===== src/hw/rtl/tnsti_pkg.sv =====
// Package for the top-N score table insert unit: sizes, reset table and control types.
`timescale 1ns / 1ps
`default_nettype none

package tnsti_pkg;

  // Table geometry and field widths.
  localparam int unsigned Entries = 8;
  localparam int unsigned IdxW    = (Entries > 1) ? $clog2(Entries) : 1;
  localparam int unsigned ScoreW  = 32;
  localparam int unsigned TagW    = 16;
  localparam int unsigned RankW   = 6;

  // Constants of the reset table: entry f holds ResetBase + f*f*ResetStep.
  localparam int unsigned ResetBase = 20;
  localparam int unsigned ResetStep = 300;

  typedef logic [ScoreW-1:0] score_t;
  typedef logic [TagW-1:0]   tag_t;
  typedef logic [IdxW-1:0]   idx_t;
  typedef logic [RankW-1:0]  rank_t;

  // Commands from the controller to the datapath.
  typedef struct packed {
    logic load;        // capture the incoming item and restart the scan
    logic reject;      // item is not placed, result is zero
    logic shift;       // move the entry above the scan position down one place
    logic place;       // write the candidate at the scan position
    logic emit;        // copy the finished result into the output register
  } cmd_t;

  // Status from the datapath to the controller.
  typedef struct packed {
    logic qualifies;     // candidate is nonzero and above the smallest entry
    logic next_smaller;  // the entry one place above the scan position is below the candidate
  } status_t;

  // Reset score of entry f.
  function automatic score_t reset_score(input int unsigned f);
    reset_score = ScoreW'(ResetBase + f * f * ResetStep);
  endfunction

  // Reset tag of entry f.
  function automatic tag_t reset_tag(input int unsigned f);
    reset_tag = TagW'(f);
  endfunction

endpackage

`default_nettype wire


===== src/hw/rtl/tnsti_if.sv =====
// Handshake interfaces for the input and result channels of the score table unit.
`timescale 1ns / 1ps
`default_nettype none

// Input channel: one candidate score and its tag per item.
interface tnsti_in_if;
  logic                   valid;
  logic                   ready;
  tnsti_pkg::score_t      new_score;
  tnsti_pkg::tag_t        tag_id;

  modport source (output valid, output new_score, output tag_id, input ready);
  modport sink   (input valid, input new_score, input tag_id, output ready);
endinterface

// Result channel: placement flag and final rank per item.
interface tnsti_out_if;
  logic                   valid;
  logic                   ready;
  logic                   placed;
  tnsti_pkg::rank_t       rank_index;

  modport source (output valid, output placed, output rank_index, input ready);
  modport sink   (input valid, input placed, input rank_index, output ready);
endinterface

`default_nettype wire


===== src/hw/rtl/tnsti_dp.sv =====
// Datapath of the score table unit: the sorted table, the scan position and the result registers.
`timescale 1ns / 1ps
`default_nettype none

module tnsti_dp (
  input  wire logic                clk_i,
  input  wire logic                rst_ni,
  input  wire tnsti_pkg::score_t   new_score_i,
  input  wire tnsti_pkg::tag_t     tag_id_i,
  input  wire tnsti_pkg::cmd_t     cmd_i,
  output tnsti_pkg::status_t       status_o,
  output logic                     placed_o,
  output tnsti_pkg::rank_t         rank_index_o
);

  tnsti_pkg::score_t score_q [tnsti_pkg::Entries];
  tnsti_pkg::tag_t   tag_q   [tnsti_pkg::Entries];

  tnsti_pkg::score_t cand_q;
  tnsti_pkg::tag_t   cand_tag_q;
  tnsti_pkg::idx_t   pos_q;
  logic              res_placed_q;
  tnsti_pkg::rank_t  res_rank_q;
  logic              out_placed_q;
  tnsti_pkg::rank_t  out_rank_q;

  tnsti_pkg::idx_t   pos_inc;
  logic              pos_last;

  // Scan position one place up; only used while the position is not the top entry.
  assign pos_inc  = pos_q + tnsti_pkg::idx_t'(1);
  assign pos_last = (pos_q == tnsti_pkg::idx_t'(tnsti_pkg::Entries - 1));

  // Status towards the controller.
  assign status_o.qualifies    = (cand_q != '0) && (cand_q > score_q[0]);
  assign status_o.next_smaller = !pos_last && (score_q[pos_inc] < cand_q);

  // Table: reset loads the ascending start table, shift moves one entry, place writes cand_q.
  always_ff @(posedge clk_i or negedge rst_ni) begin
    if (!rst_ni) begin
      for (int unsigned f = 0; f < tnsti_pkg::Entries; f++) begin
        score_q[f] <= tnsti_pkg::reset_score(f);
        tag_q[f]   <= tnsti_pkg::reset_tag(f);
      end
    end else if (cmd_i.shift) begin
      score_q[pos_q] <= score_q[pos_inc];
      tag_q[pos_q]   <= tag_q[pos_inc];
    end else if (cmd_i.place) begin
      score_q[pos_q] <= cand_q;
      tag_q[pos_q]   <= cand_tag_q;
    end
  end

  // Candidate capture, scan position and result registers.
  always_ff @(posedge clk_i) begin
    if (cmd_i.load) begin
      cand_q     <= new_score_i;
      cand_tag_q <= tag_id_i;
      pos_q      <= '0;
    end else if (cmd_i.shift) begin
      pos_q <= pos_inc;
    end
    if (cmd_i.reject) begin
      res_placed_q <= 1'b0;
      res_rank_q   <= '0;
    end else if (cmd_i.place) begin
      res_placed_q <= 1'b1;
      res_rank_q   <= tnsti_pkg::rank_t'(pos_q);
    end
    if (cmd_i.emit) begin
      out_placed_q <= res_placed_q;
      out_rank_q   <= res_rank_q;
    end
  end

  assign placed_o     = out_placed_q;
  assign rank_index_o = out_rank_q;

endmodule

`default_nettype wire


===== src/hw/rtl/tnsti_ctrl.sv =====
// Controller of the score table unit: sequences the check, the upward scan and the result hand-off.
`timescale 1ns / 1ps
`default_nettype none

module tnsti_ctrl (
  input  wire logic                clk_i,
  input  wire logic                rst_ni,
  input  wire logic                in_valid_i,
  output logic                     in_ready_o,
  output logic                     out_valid_o,
  input  wire logic                out_ready_i,
  input  wire tnsti_pkg::status_t  status_i,
  output tnsti_pkg::cmd_t          cmd_o
);

  typedef enum logic [1:0] {
    S_IDLE,
    S_CHECK,
    S_SCAN,
    S_EMIT
  } state_e;

  state_e state_q;
  logic   out_valid_q;
  logic   out_free;

  // The output register can take a result when empty or when its item leaves now.
  assign out_free   = !out_valid_q || out_ready_i;
  assign in_ready_o = (state_q == S_IDLE);

  // Commands decoded from the state and the datapath status.
  always_comb begin
    cmd_o        = '0;
    cmd_o.load   = (state_q == S_IDLE) && in_valid_i;
    cmd_o.reject = (state_q == S_CHECK) && !status_i.qualifies;
    cmd_o.shift  = (state_q == S_SCAN) && status_i.next_smaller;
    cmd_o.place  = (state_q == S_SCAN) && !status_i.next_smaller;
    cmd_o.emit   = (state_q == S_EMIT) && out_free;
  end

  // State and the output valid flag.
  always_ff @(posedge clk_i or negedge rst_ni) begin
    if (!rst_ni) begin
      state_q     <= S_IDLE;
      out_valid_q <= 1'b0;
    end else begin
      case (state_q)
        S_IDLE: begin
          if (in_valid_i) state_q <= S_CHECK;
        end
        S_CHECK: begin
          state_q <= status_i.qualifies ? S_SCAN : S_EMIT;
        end
        S_SCAN: begin
          if (!status_i.next_smaller) state_q <= S_EMIT;
        end
        S_EMIT: begin
          if (out_free) state_q <= S_IDLE;
        end
        default: begin
          state_q <= S_IDLE;
        end
      endcase
      if (cmd_o.emit) begin
        out_valid_q <= 1'b1;
      end else if (out_ready_i) begin
        out_valid_q <= 1'b0;
      end
    end
  end

  assign out_valid_o = out_valid_q;

endmodule

`default_nettype wire


===== src/hw/rtl/top_n_score_table_insert_unit.sv =====
// Top level of the top-N score table insert unit.
//
// The unit keeps a table of tnsti_pkg::Entries scores with tags, sorted ascending.
// Each item on in_i offers a score and a tag. A nonzero score strictly above the
// smallest entry drops that entry and moves up past every strictly smaller entry;
// equal entries stay above it. One result leaves on out_o for every item: placed
// and the final rank (zero when not placed).
// Steps: the item is taken in S_IDLE and checked against entry 0 in S_CHECK; then in
// S_SCAN the scan moves up one entry per cycle, shifting each smaller entry down
// and then writing the candidate, and S_EMIT loads the output register once it
// is free. One item is in work at a time; in_i is ready again once its result
// is in the output register. A result waiting on a stalled receiver does not
// block the next item, which is worked on and then held until the output
// register frees.
// Reset (rst_ni low, asynchronous) empties the output register and loads the
// table with score 20+f*f*300 and tag f in entry f.
`timescale 1ns / 1ps
`default_nettype none

module top_n_score_table_insert_unit (
  input  wire logic   clk_i,
  input  wire logic   rst_ni,
  tnsti_in_if.sink    in_i,
  tnsti_out_if.source out_o
);

  tnsti_pkg::cmd_t    cmd;
  tnsti_pkg::status_t status;

  tnsti_ctrl u_ctrl (
    .clk_i       (clk_i),
    .rst_ni      (rst_ni),
    .in_valid_i  (in_i.valid),
    .in_ready_o  (in_i.ready),
    .out_valid_o (out_o.valid),
    .out_ready_i (out_o.ready),
    .status_i    (status),
    .cmd_o       (cmd)
  );

  tnsti_dp u_dp (
    .clk_i        (clk_i),
    .rst_ni       (rst_ni),
    .new_score_i  (in_i.new_score),
    .tag_id_i     (in_i.tag_id),
    .cmd_i        (cmd),
    .status_o     (status),
    .placed_o     (out_o.placed),
    .rank_index_o (out_o.rank_index)
  );

endmodule

`default_nettype wire


===== src/flat_wrapper.sv =====
// flat-port wrapper written by rule: the top's interface ports become plain ports
module top_n_score_table_insert_unit_flat 
  (clk_i, rst_ni, in_i_valid, in_i_new_score, in_i_tag_id, in_i_ready, out_o_valid, out_o_placed, out_o_rank_index, out_o_ready);
  tnsti_in_if in_i_i ();
  tnsti_out_if out_o_i ();
  input  wire logic clk_i;
  input  wire logic rst_ni;
  input wire logic [$bits(in_i_i.valid)-1:0] in_i_valid;
  input wire logic [$bits(in_i_i.new_score)-1:0] in_i_new_score;
  input wire logic [$bits(in_i_i.tag_id)-1:0] in_i_tag_id;
  output wire logic [$bits(in_i_i.ready)-1:0] in_i_ready;
  output wire logic [$bits(out_o_i.valid)-1:0] out_o_valid;
  output wire logic [$bits(out_o_i.placed)-1:0] out_o_placed;
  output wire logic [$bits(out_o_i.rank_index)-1:0] out_o_rank_index;
  input wire logic [$bits(out_o_i.ready)-1:0] out_o_ready;
  assign in_i_i.valid = in_i_valid;
  assign in_i_i.new_score = in_i_new_score;
  assign in_i_i.tag_id = in_i_tag_id;
  assign in_i_ready = in_i_i.ready;
  assign out_o_valid = out_o_i.valid;
  assign out_o_placed = out_o_i.placed;
  assign out_o_rank_index = out_o_i.rank_index;
  assign out_o_i.ready = out_o_ready;
  top_n_score_table_insert_unit u_core (.clk_i(clk_i), .rst_ni(rst_ni), .in_i(in_i_i), .out_o(out_o_i));
endmodule

===== config.mk =====
export PLATFORM = sky130hd
export DESIGN_NAME = top_n_score_table_insert_unit_flat
export DESIGN_NICKNAME = d
export VERILOG_FILES = /design/src/hw/rtl/tnsti_pkg.sv /design/src/hw/rtl/tnsti_if.sv /design/src/hw/rtl/tnsti_dp.sv /design/src/hw/rtl/tnsti_ctrl.sv /design/src/hw/rtl/top_n_score_table_insert_unit.sv /design/src/flat_wrapper.sv
export SDC_FILE = /design/constraint.sdc
export NUM_CORES = 1
export LEC_CHECK = 0
export BUFFER_PORTS_ARGS = -buffer_cell sky130_fd_sc_hd__buf_4
export CAP_MARGIN = 10
export CORE_UTILIZATION = 30
export CTS_CLUSTER_DIAMETER = 30
export CTS_CLUSTER_SIZE = 24
export DETAILED_ROUTE_END_ITERATION = 10
export GPL_ROUTABILITY_DRIVEN = 0
export PLACE_DENSITY_LB_ADDON = 0.3
export SYNTH_ARGS = -nofsm -noshare
export SYNTH_HDL_FRONTEND = slang
export SYNTH_SLANG_ARGS = --single-unit

===== constraint.sdc =====
create_clock -name clk_i -period 5.1 [get_ports clk_i]
set_clock_uncertainty 0.15 [all_clocks]
set_input_delay 0.765 -clock clk_i [delete_from_list [all_inputs] [get_ports clk_i]]
set_output_delay 0.765 -clock clk_i [all_outputs]
set_load 0.01 [all_outputs]

==> Word-level counts from Yosys, hierarchy flattened <==
Cells that the tools add are included.
{ "totals": {"register_bits": 302, "inputBits": 52, "output_inout_bits": 9, "elab_cells": 65} }
{ "classes": {"addsub": 1, "magnitude_cmp": 5, "n_eq_ne": 7, "mux": 16, "bitwise_logic": 2, "reduce_logical": 18} }
{ "ops": {"columns": ["operator", "count"], "rows": [
  ["$bwmux 256", 2],
  ["$mux 256", 2],
  ["$bmux 32 s3", 1],
  ["$demux 32 s3", 1],
  ["$mux 32", 3],
  ["$gt 32x32->1", 1],
  ["$lt 32x32->1", 1],
  ["$reduce_bool 32->1", 1],
  ["$ge 4x4->1 const B", 2],
  ["$logic_and 1x1->1", 8],
  ["$not 3->4", 2],
  ["$pmux 2 s4", 1],
  ["$mux 2", 3],
  ["$ne 2x2->1 const B", 3],
  ["$eq 2x2->1 const B", 2],
  ["$logic_not 1->1", 4],
  ["$lt 4x1->1 const B", 1],
  ["$reduce_bool 2->1", 2],
  ["$add 3x1->3 const B", 1],
  ["$eq 3x3->1 const B", 1],
  ["$mux 1", 3],
  ["$reduce_and 3->1", 1],
  ["$eq 2x1->1 const B", 1],
  ["$logic_not 2->1", 1],
  ["$logic_or 1x1->1", 1]
]} }

==> Depth between registers and ports, before layout <==
Gate-level depths: netlist of run 1.
{ "logic_depth": {"word_depth": 11, "depth_mapped": 17, "depth_no_buf": 11} }

==> Hierarchy <==
Synthesis of run 1 repeated with hierarchy kept, for this count alone.
{ "hier_totals": {"cells_unflattened": 1095, "hier_area_um2": 15325.9} }
{ "by_module_without_submodules": {"columns": ["mod", "n_inst", "cells_per_inst", "area_per_inst_um2", "seq_area_each_um2"], "rows": [
  ["tnsti_dp", 1, 1072, 15088.2, 7669.9],
  ["tnsti_ctrl", 1, 23, 237.7, 75.1]
]} }

==> Least setup slack after synthesis of run 1 <==
No wires, ideal clock.
{ "synth_timing": {"path_type": "reg2reg", "start": "reg u_core.u_dp.pos_q[0]", "end": "reg u_core.u_ctrl.state_q[1]", "arrival_time_ns": 4.140, "slack_ns": 0.683, "path_stages_with_launch": 17, "n_path_buf": 5, "synth_period_minus_slack_ns": 4.417, "cell_sequence": "dfxtp_1 ha_1 buf_2 clkbuf_1 buf_1 mux4_2 mux2_2 ha_1 a211oi_1 o21bai_1 a211oi_1 o21ai_0 a211o_1 buf_6 buf_6 nand3_1 mux2_1"} }
{ "synth_via": {"elab_chain_cells": 9, "word_cells_on_any_way": 11, "classes_between": "add/sub: 1; order compare: 1; eq/ne: 2; mux: 3; bitwise: 1; reduce/logical: 3"} }
{ "synth_rtl": {"columns": ["element", "line", "source"], "rows": [
  ["from (decl)", "tnsti_dp.sv:21", "tnsti_pkg::idx_t pos_q;"],
  ["from (signal assigned)", "tnsti_dp.sv:61", "pos_q <= pos_inc;"],
  ["$add 3x1->3", "tnsti_dp.sv:31", "assign pos_inc = pos_q + tnsti_pkg::idx_t'(1);"],
  ["named net u_core.u_dp.pos_inc[1]", "tnsti_dp.sv:27", "tnsti_pkg::idx_t pos_inc;"],
  ["$not 3->4", null, null],
  ["$bmux 32 s3", "tnsti_dp.sv:36", "assign status_o.next_smaller = !pos_last && (score_q[pos_inc] < cand_q);"],
  ["$mux 32 (not written as such) (2 in series)", "tnsti_dp.sv:36", null],
  ["$lt 32x32->1", "tnsti_dp.sv:36", null],
  ["$logic_and 1x1->1", "tnsti_dp.sv:36", null],
  ["$ne 2x2->1 (no line)", null, null],
  ["$reduce_and 3->1 (no line)", null, null],
  ["to (signal assigned)", "tnsti_ctrl.sv:52", "state_q <= status_i.qualifies ? S_SCAN : S_EMIT;"],
  ["to (decl)", "tnsti_ctrl.sv:23", "state_e state_q;"]
]} }
The timed path passes the listed nets, and every way through them passes these cells. The select of a mux whose other input is x is not followed.
A chain may end at the register's enable or synchronous reset.

==> Worst setup path after layout of run 1 <==
{ "layout_timing": {"start": "reg u_core.u_dp.pos_q[0]", "end": "reg u_core.u_dp.score_q[186] (netlist name)"} }
{ "layout_via": {"elab_chain_cells": 10, "word_cells_on_any_way": 23, "classes_between": "add/sub: 1; order compare: 3; eq/ne: 1; mux: 9; bitwise: 2; reduce/logical: 7"} }
{ "layout_rtl": {"columns": ["element", "line", "source"], "rows": [
  ["$add 3x1->3 *", "tnsti_dp.sv:31", null],
  ["named net u_core.u_dp.pos_inc[1]", "tnsti_dp.sv:27", null],
  ["$not 3->4 *", null, null],
  ["$bmux 32 s3 *", "tnsti_dp.sv:36, tnsti_dp.sv:46", null],
  ["$mux 32 (not written as such) * (2 in series)", "tnsti_dp.sv:36, tnsti_dp.sv:46", null],
  ["$lt 32x32->1", "tnsti_dp.sv:36", null],
  ["$logic_and 1x1->1", "tnsti_dp.sv:36", null],
  ["$logic_not 1->1", null, null],
  ["$logic_and 1x1->1", "tnsti_ctrl.sv:37", "cmd_o.place = (state_q == S_SCAN) && !status_i.next_smaller;"],
  ["$reduce_bool 2->1 (no line)", null, null],
  ["to (signal, indexed assignment)", "tnsti_dp.sv:42", "score_q[f] <= tnsti_pkg::reset_score(f);"],
  ["to (signal, indexed assignment)", "tnsti_dp.sv:46", "score_q[pos_q] <= score_q[pos_inc];"],
  ["to (signal, indexed assignment)", "tnsti_dp.sv:49", "score_q[pos_q] <= cand_q;"],
  ["to (decl)", "tnsti_dp.sv:16", "tnsti_pkg::score_t score_q [tnsti_pkg::Entries];"]
]} }
The timed path passes the listed nets; every way through them passes the cells marked *. The select of a mux whose other input is x is not followed.

==> results.json, run 1 <==
{
  "status": "finished clean",
  "routed_wl_um": 51700,
  "fin_crit_ns": 4.90,
  "syn_area_per_cell_um2": 10.2,
  "synth_common_cells": "nor2_1 (277), a31oi_1 (257), dfrtp_1 (225)",
  "cts_tree": "yes",
  "setup.worst_path.start": "u_core.u_dp.pos_q[0]$_SDFFE_PP0N_",
  "reg2reg_from": "u_core.u_dp.pos_q[0]$_SDFFE_PP0N_",
  "period_share_pct": 96.2,
  "vias": 14054,
  "synth.most_common_cell": "nor2_1",
  "h-tree-depth": 3,
  "drive_gt1_share_pct": 23.5,
  "portBuffers": 41,
  "clock-root-buffer": "clkbuf_16",
  "post_cts_buffers": 0,
  "grt_util_all_layers_pct": 18.2,
  "critPathRequiredTime_ns": 5.44,
  "core_mm2": 0.0565,
  "cts-resized-gates": 0,
  "first_iter_violations": 1330,
  "worstMarginPinSlew_ns": 1.10,
  "worstPathMaxFanout": 21,
  "cap_violations": 0,
  "clkTransAtPathRegs_ns": 0.04,
  "finish.utilization_pct": 37.8,
  "cts_sinks": 302,
  "initial_core_util_pct": 30.4,
  "end_kind": "register",
  "fin_nets": 1798,
  "p_leak_nw": 8.38,
  "hp-class": "in2async",
  "r2r_setup_slack_ns": 0.20,
  "grt_pass1_vias": 13990,
  "synthTopCellsByArea": "dfrtp_1 (33%), a31oi_1 (9.3%), mux4_2 (8.4%), nand4b_1 (6.6%), edfxtp_1 (6.3%)",
  "wl_per_cell_um": 20.7,
  "yosysTopAreaCell": "dfrtp_1",
  "ys_types": 53,
  "r2r_cells": 16,
  "grt_pass1_wl_um": 82000,
  "synth_area_mm2": 0.0172,
  "yosysWarnings": 0,
  "critPathKind": "reg2reg",
  "syn2layout_area_growth_pct": 24.3,
  "hpwl_um": 30400,
  "n_antenna_cell": 0,
  "synth-async-reset-ratio_pct": 85.8,
  "ys_seq_area_share_pct": 45.0,
  "ctsHoldBuffers": 0,
  "drc": 0,
  "die_area_mm2": 0.0583,
  "hold_violations": 0,
  "gr-total-overflow": 0,
  "timing.rr.end": "u_core.u_dp.score_q[186]$_DFFE_PN0P_",
  "fmax_mhz": 204,
  "die_h_um": 241,
  "antenna_found_initial": 0,
  "cp.arrival_ns": 5.25,
  "grt_max_degree": 261,
  "num_rows": 87,
  "synth-seq-cells": 302,
  "io_pins": 61,
  "synth_top_area_share_pct": 32.7,
  "vdd_drop_max_uv": 395,
  "crit_path_start_kind": "register",
  "ys.flop_type": "dfrtp_1",
  "via_per_inst": 5.61,
  "cts_buffers": 85,
  "ant_nets": 0,
  "worstSkewPairLatency_ns": 0.61,
  "fillCellCount": 5453,
  "cts_buffer_depth": 3,
  "slew_viol_final": 0,
  "slew_headroom_pct": 26.9,
  "power_density_mw_per_mm2": 893,
  "timing.hold.ws_ns": 0.0489,
  "tns_ns": 0,
  "synth-edff-count": 36,
  "synth_cells": 1681,
  "crit_end": "u_core.u_dp.score_q[186]$_DFFE_PN0P_",
  "setup_viol": 0,
  "die_w_um": 241,
  "rsz0062_at_grt": "false",
  "dr.pass1.iters": 5
}
## layer usage
layer	track usage, %	vias up	routed length (µm)
met3	3.76	84	3450
met2	28.6	499	24200
met1	24.2	7057	22700
met5	0	-	0
li1	-	6414	-
met4	7.42	0	1360
## how the worst min path moves through the flow
stage | from | endpoint | slack [ns] | cells after the start
after detailed placement | u_core.u_dp.res_rank_q[1]$_SDFFE_PP0P_ | u_core.u_dp.rank_index_o[1]$_DFFE_PP_ | 0.27 | 0
after floorplan | u_core.u_dp.res_placed_q$_SDFFE_PP0P_ | u_core.u_dp.placed_o$_DFFE_PP_ | 0.25 | 0
after global placement | u_core.u_dp.res_placed_q$_SDFFE_PP0P_ | u_core.u_dp.placed_o$_DFFE_PP_ | 0.28 | 0
final | rst_ni | u_core.u_dp.score_q[101]$_DFFE_PN0P_ | 0.05 | 1
after CTS | rst_ni | u_core.u_dp.score_q[196]$_DFFE_PN0P_ | 0.12 | 1
after global routing | rst_ni | u_core.u_dp.score_q[101]$_DFFE_PN0P_ | 0.13 | 1
## stage by stage
| step | std cells | setup slack [ns] | power, W | instance area, µm² |
|---|---|---|---|---|
| 6_report | 2504 | 0.195 | 0.0191 | 21400 |
| 5_1_grt | 2504 | 0.0390 | 0.0203 | 21400 |
| 4_1_cts | 2504 | 0.164 | 0.0192 | 21400 |
| 3_5_place_dp | 2346 | 0.205 | 0.0136 | 18400 |
| 3_3_place_gp | 2346 | 0.213 | 0.0134 | 18400 |
| 2_1_floorplan | 1683 | 0.683 | 0.0108 | 17200 |
## cell type report
class	count	area [µm²]	share of cell area, %
timing repair buffer	101	1000	4.69
inverter	68	255	1.19
clock inverter	32	410	1.92
tap	756	946	4.42
clock buffer	126	2620	12.2
multi-input combinational	1119	8400	39.3
sequential	302	7750	36.3
## placed cells by master (no fill, tap or decap), types with 14 or more instances in the layout
master     netlist  routed
mux2_2          31      31
buf_12           0      19
a31oi_1        257     257
inv_1           68      68
dfrtp_1        225     225
a21oi_1         21      21
nand2_1         29      29
ha_1            69      67
dfstp_2         34      34
buf_4            4      81
clkbuf_16        0      89
mux4_2          64      64
nor2_1         277     268
edfxtp_1        36      36
nand4_1        141     141
clkbuf_8         0      25
clkinv_2         0      14
nand4b_1       129     129
## worst max-delay path, cell delays in order (launching register included)
cell and delay (ns):
dfxtp_4 0.37, ha_4 0.41, buf_12 0.22, mux4_2 0.32, mux2_2 0.30, ha_1 0.33
nand4_1 0.21, nor4_1 0.95, o31ai_1 0.18, buf_4 0.20, o211ai_1 0.08, buf_4 0.18
a211o_4 0.18, buf_12 0.17, buf_12 0.17, nand4_1 0.10, a31oi_1 0.23
## report_power, final
group / switching (W) / internal (W) / total (W) / leakage (nW)
combinational: 0.00545 / 0.00373 / 0.00919 / 3.47
sequential: 0.000726 / 0.00368 / 0.00441 / 3.42
clock: 0.00158 / 0.00391 / 0.00549 / 1.49
## state kept, by name (all words and copies together) (netlist names)
name,flops
u_core.u_dp.cand_q,32
u_core.u_dp.res_rank_q,3
u_core.u_dp.placed_o,1
u_core.u_ctrl.state_q,2
u_core.u_dp.rank_index_o,3
u_core.u_ctrl.out_valid_o,1
u_core.u_dp.pos_q,3
u_core.u_dp.res_placed_q,1
u_core.u_dp.score_q,256
## cells by family after synthesis
| logic type | after synthesis | synth area share (%) |
|---|---|---|
| flip-flops | 302 | 45.0 |
| other | 1 | 0.0218 |
| multiplexers | 99 | 10.7 |
| XOR/XNOR | 1 | 0.0509 |
| buffers and inverters | 262 | 6.85 |
| AO/OA/AOI/OAI | 318 | 11.7 |
| adder cells (fa/ha/maj) | 69 | 5.02 |
| AND/OR/NAND/NOR | 629 | 20.6 |
No activity file was read; power rests on OpenSTA's default activity.
==> inputs of run 2 (changes only) <==
--- a/config.mk
+++ b/config.mk
@@ -7,6 +7,7 @@
 export LEC_CHECK = 0
 export BUFFER_PORTS_ARGS = -buffer_cell sky130_fd_sc_hd__buf_4
 export CAP_MARGIN = 10
+export CORE_ASPECT_RATIO = 0.6
 export CORE_UTILIZATION = 30
 export CTS_CLUSTER_DIAMETER = 30
 export CTS_CLUSTER_SIZE = 24
==> run 2 against run 1 <==
Sequential cell count did not move. Final cell count decreased by 1.7%. Setup slack better by 0.097 ns. Worst hold slack gained 0.049 ns. Clock power decreased by 31%. Critical path depth down 2. Power is 6.1% lower. Largest power group unchanged. Highest routed layer unchanged.
==> results.json, run 2 (synthesis results as in run 1) <==
{
  "status": "finished clean",
  "fmax_mhz": 208,
  "largest_reg_flops": 256,
  "critPathRequiredTime_ns": 5.44,
  "final-seq-area_mm2": 0.00775,
  "cts_tree": "yes",
  "post_cts_buffers": 0,
  "regMostFlops": "u_core.u_dp.score_q",
  "drc": 0,
  "fin_nets": 1778,
  "portBuffers": 41,
  "cts_buffers": 54,
  "ant_nets": 0,
  "slew_viol_final": 0,
  "multi_input_area_mm2": 0.00840,
  "end_kind": "register",
  "vdd_drop_max_uv": 526,
  "first_iter_violations": 1551,
  "fillCellCount": 5584,
  "finalInstanceArea_mm2": 0.0203,
  "die_h_um": 187,
  "wl_per_cell_um": 21.9,
  "crit_path_start_kind": "register",
  "dpl_cell_area_mm2": 0.0184,
  "fin_cells": 2461,
  "ctsHoldBuffers": 0,
  "fin_crit_ns": 4.81,
  "h-tree-depth": 2,
  "routed_wl_um": 53900,
  "vias": 14124,
  "cp.arrival_ns": 5.15,
  "gr-total-overflow": 0,
  "cts_sinks": 302,
  "layout_common_cells": "nor2_1 (268), a31oi_1 (257), dfrtp_1 (225)",
  "io_pins": 61,
  "power_density_mw_per_mm2": 884,
  "setup_viol": 0,
  "worstMarginPinSlew_ns": 1.14,
  "die_w_um": 311,
  "num_rows": 67,
  "slew_headroom_pct": 24.1,
  "initial_core_util_pct": 30.6,
  "hold_violations": 0,
  "drive_gt1_share_pct": 21.9,
  "worstSkewPairLatency_ns": 0.59,
  "dp_cells": 2360,
  "grt_pass1_vias": 13651,
  "antenna_found_initial": 0,
  "clkTransAtPathRegs_ns": 0.05,
  "core_mm2": 0.0563,
  "worstPathMaxFanout": 36,
  "critPathKind": "reg2reg",
  "hp-class": "in2async",
  "hpwl_um": 30500,
  "tns_ns": 0,
  "dr.pass1.iters": 6,
  "cts-resized-gates": 0,
  "grt_util_all_layers_pct": 18.3,
  "period_share_pct": 94.3,
  "n_antenna_cell": 0,
  "timing.hold.ws_ns": 0.0981,
  "final_common_cell": "nor2_1",
  "totalPowerFinal_w": 0.0179,
  "via_per_inst": 5.74,
  "cts_buffer_depth": 3,
  "die_area_mm2": 0.0583,
  "clock-root-buffer": "clkbuf_16",
  "grt_pass1_wl_um": 83700,
  "grt_max_degree": 261,
  "rsz0062_at_grt": "false",
  "reg.largest.list": "u_core.u_dp.score_q (256), u_core.u_dp.cand_q (32)",
  "syn2layout_area_growth_pct": 17.8,
  "cap_violations": 0,
  "p_leak_nw": 7.84
}
[run 2: changes by cell type in the layout (fill, tap and decap cells not counted), moves of 7 or more]
| cell | delta |
|---|---|
| clkbuf_16 | -32 |
| clkbuf_8 | -17 |
| clkinv_2 | -7 |
| buf_4 | +18 |
| clkbuf_1 | -8 |
| buf_12 | -7 |
[run 2: critical path, stage by stage (launching register included)]
cell      delay [ns]
dfxtp_1         0.64
ha_2            0.54
buf_4           0.33
mux2_2          0.43
ha_1            0.32
nand4_1         0.19
nor4_1          0.41
buf_4           0.19
o211ai_1        0.08
o211ai_1        0.41
a211o_4         0.25
buf_12          0.18
buf_12          0.21
nand4_1         0.11
a31oi_1         0.24
[run 2: per-layer routing]
metal	global-route usage, %	up-vias	wire length (µm)
met4	4.66	0	948
met2	26.0	558	22700
met3	4.62	83	4510
met5	0	-	0
li1	-	6351	-
met1	27.3	7132	25700
[run 2: stage by stage]
stage	setup WS (ns)	util (%)
2_1_floorplan	0.683	-
4_1_cts	0.302	36.0
3_5_place_dp	0.327	32.6
3_3_place_gp	0.307	32.6
6_report	0.292	36.0
5_1_grt	0.0594	36.0
[run 2: path summary, 6_finish.rpt]
kind / depth (start not counted) / end / from / slack [ns]
hold reg to reg: 0 / u_core.u_dp.rank_index_o[2]$_DFFE_PP_ / u_core.u_dp.res_rank_q[2]$_SDFFE_PP0P_ / 0.27
min in group clk_i: 1 / u_core.u_dp.cand_q[19]$_DFFE_PP_ / in_i_new_score[19] / 0.20
max in group asynchronous: 2 / u_core.u_dp.score_q[172]$_DFFE_PN0P_ / rst_ni / 3.53
setup / recovery: 14 / u_core.u_dp.score_q[130]$_DFFE_PN0P_ / u_core.u_dp.pos_q[2]$_SDFFE_PP0N_ / 0.29
setup reg to reg: 14 / u_core.u_dp.score_q[130]$_DFFE_PN0P_ / u_core.u_dp.pos_q[2]$_SDFFE_PP0N_ / 0.29
hold / removal: 1 / u_core.u_dp.score_q[66]$_DFFE_PN0P_ / rst_ni / 0.1
[run 2: cell type report]
| class | count | area share [%] |
|---|---|---|
| Sequential cell | 302 | 38.3 |
| Tap cell | 759 | 4.69 |
| Inverter | 68 | 1.26 |
| Clock inverter | 32 | 1.78 |
| Timing Repair Buffer | 112 | 4.93 |
| Clock buffer | 69 | 7.66 |
| Multi-Input combinational cell | 1119 | 41.4 |
[run 2: power breakdown]
| part | switching [W] | total, W | internal, W |
|---|---|---|---|
| Clock | 0.00135 | 0.00377 | 0.00242 |
| Sequential | 0.000788 | 0.00446 | 0.00367 |
| Combinational | 0.00568 | 0.00969 | 0.00401 |
==> inputs of run 3 (changes only) <==
--- a/config.mk
+++ b/config.mk
@@ -14,6 +14,7 @@
 export DETAILED_ROUTE_END_ITERATION = 10
 export GPL_ROUTABILITY_DRIVEN = 0
 export PLACE_DENSITY_LB_ADDON = 0.3
+export SETUP_SLACK_MARGIN = 0.3
 export SYNTH_ARGS = -nofsm -noshare
 export SYNTH_HDL_FRONTEND = slang
 export SYNTH_SLANG_ARGS = --single-unit
==> constraint.sdc (replaced) <==
create_clock -name clk_i -period 3.9 [get_ports clk_i]
set_clock_uncertainty 0.15 [all_clocks]
set_input_delay 0.585 -clock clk_i [delete_from_list [all_inputs] [get_ports clk_i]]
set_output_delay 0.585 -clock clk_i [all_outputs]
set_load 0.01 [all_outputs]
==> run 3 against run 2 <==
The flow now finishes with violations (negative setup slack). Critical path depth grew 4. Setup slack worse by 0.62 ns. Final cell count up 1.9%. Power rose by 34%. Maximum frequency up 14%. Count of clock-buffer cells in the layout is 7 lower. Combinational power rose by 43%. Sequential share of layout area fell by 1.2 points. Die area is the same. Clock power rose by 14%. Global-route usage rose by 0.51 points. Register-to-register slack got worse by 0.62 ns. Highest routed layer unchanged.
==> results.json, run 3 (synthesis results as in run 1) <==
{
  "wl_met1_um": 27400,
  "first_iter_violations": 1669,
  "cts_tree": "yes",
  "cts_buffer_depth": 3,
  "cp.arrival_ns": 4.50,
  "h-tree-depth": 2,
  "worstPathMaxFanout": 9,
  "vias": 14296,
  "worstMarginPinSlew_ns": 1.01,
  "setup_slack_ns": -0.323,
  "n_antenna_cell": 0,
  "crit_path_start_kind": "register",
  "holdPathStages": 1,
  "setup_viol": 265,
  "hp-class": "in2reg",
  "p_leak_nw": 8.11,
  "num_rows": 67,
  "routed_wl_um": 55200,
  "cts_buffers": 48,
  "dp_slack_ns": -0.351,
  "status": "finished with violations",
  "syn2layout_area_growth_pct": 21.7,
  "regMostFlops": "u_core.u_dp.score_q",
  "grt_pass1_vias": 13824,
  "initial_core_util_pct": 30.6,
  "drc": 0,
  "timing.hold.ws_ns": 0.0327,
  "antenna_found_initial": 0,
  "totalPowerFinal_w": 0.0240,
  "period_share_pct": 108,
  "die_area_mm2": 0.0583,
  "core_mm2": 0.0563,
  "hpwl_um": 34400,
  "wl_per_cell_um": 22.0,
  "fin_nets": 1830,
  "fin_crit_ns": 4.22,
  "grt_pass1_wl_um": 86300,
  "ant_nets": 0,
  "critPathRequiredTime_ns": 4.18,
  "io_pins": 61,
  "dr.pass1.iters": 5,
  "portBuffers": 41,
  "grt_util_all_layers_pct": 18.8,
  "gr-total-overflow": 0,
  "r2r_cells": 18,
  "wl_met3_um": 4680,
  "die_w_um": 311,
  "layout_common_cells": "nor2_1 (268), a31oi_1 (256), dfrtp_1 (225)",
  "drive_gt1_share_pct": 25.2,
  "hold_violations": 0,
  "violations": "negative setup slack",
  "grt_max_degree": 102,
  "power_density_mw_per_mm2": 1140,
  "cap_violations": 0,
  "rsz0062_at_grt": "true",
  "largest_reg_flops": 256,
  "highest_layer": "met4",
  "fmax_mhz": 237,
  "reg.largest.list": "u_core.u_dp.score_q (256), u_core.u_dp.cand_q (32)",
  "worstSkewPairLatency_ns": 0.58,
  "via_per_inst": 5.70,
  "clock-root-buffer": "clkbuf_16",
  "die_h_um": 187,
  "slew_headroom_pct": 32.6,
  "wl_met2_um": 22400,
  "cts_sinks": 302,
  "end_kind": "register",
  "critPathKind": "reg2reg",
  "clkTransAtPathRegs_ns": 0.06,
  "slew_viol_final": 0,
  "final_common_cell": "nor2_1",
  "vdd_drop_max_uv": 475
}
run 3: changes by cell type in the layout (fill, tap and decap cells not counted), moves of 9 or more:
cell,previous run,this run
buf_4,99,120
nand2_1,29,8
nand2_2,0,21
buf_12,12,25
mux2_2,31,21
mux2_4,1,11
buf_6,0,9
ha_1,67,58
run 3: worst max-delay path, stage by stage, from the launching register on:
cell and delay, ns:
dfxtp_4 0.36, ha_4 0.15, ha_2 0.40, buf_12 0.16
buf_12 0.13, buf_4 0.12, mux2_2 0.36, ha_1 0.18
a211o_1 0.31, buf_4 0.15, nor4_4 0.29, o211ai_1 0.13
buf_4 0.16, a211o_4 0.33, buf_12 0.17, buf_12 0.12
clkbuf_16 0.16, nand4b_1 0.09, a31oi_1 0.10
run 3: path summary, 6_finish.rpt:
path,slack (ns),startpoint,endpoint
max,-0.32,u_core.u_dp.pos_q[0]$_SDFFE_PP0N_,u_core.u_dp.score_q[249]$_DFFE_PN0P_
min,0.03,in_i_new_score[13],u_core.u_dp.cand_q[13]$_DFFE_PP_
max reg2reg,-0.32,u_core.u_dp.pos_q[0]$_SDFFE_PP0N_,u_core.u_dp.score_q[249]$_DFFE_PN0P_
min reg2reg,0.28,u_core.u_dp.res_rank_q[2]$_SDFFE_PP0P_,u_core.u_dp.rank_index_o[2]$_DFFE_PP_
max in group asynchronous,2.15,rst_ni,u_core.u_dp.score_q[228]$_DFFE_PN1P_
min in group asynchronous,0.46,rst_ni,u_core.u_ctrl.out_valid_o$_DFFE_PN0P_
run 3: repair_timing:
item / CTS / global route
setup endpoints to repair: 265 / 265
setup buffers: 4 / 2
hold buffers: 8 / 0
endpoints found under the hold margin: 74 / 0
gates cloned: 0 / 3
pin swaps: 4 / 4
resized for setup: 29 / 27
run 3: per-stage QoR:
step                instance area (µm²)  util (%)  setup TNS, ns  cells
global route                      20900      37.2         -89.31   2508
detailed placement                18900      33.6         -73.37   2401
CTS                               20700      36.8         -51.83   2503
finish                            20900      37.2         -54.02   2508
global placement                  18900      33.6         -59.04   2401
floorplan                         17400         -              0   1683
run 3: final cells by class:
class / instances / area (µm²)
clock inverters: 28 / 272
clock buffers: 62 / 1340
multi-input cells: 1119 / 8630
inverters: 68 / 255
well taps: 759 / 950
repair buffers: 170 / 1750
flip-flops and latches: 302 / 7750
fillers: 5505 / 35300
run 3: power by group:
group / switching, W / internal (W)
sequential: 0.000954 / 0.00480
combinational: 0.00801 / 0.00590
clock: 0.00166 / 0.00264
run 3: layer usage:
layer  vias to the layer above  track usage, %
li1                       6469               -
met1                      7181            29.7
met2                       586            25.9
met4                         0            3.47
met5                         -               0
met3                        60            4.12
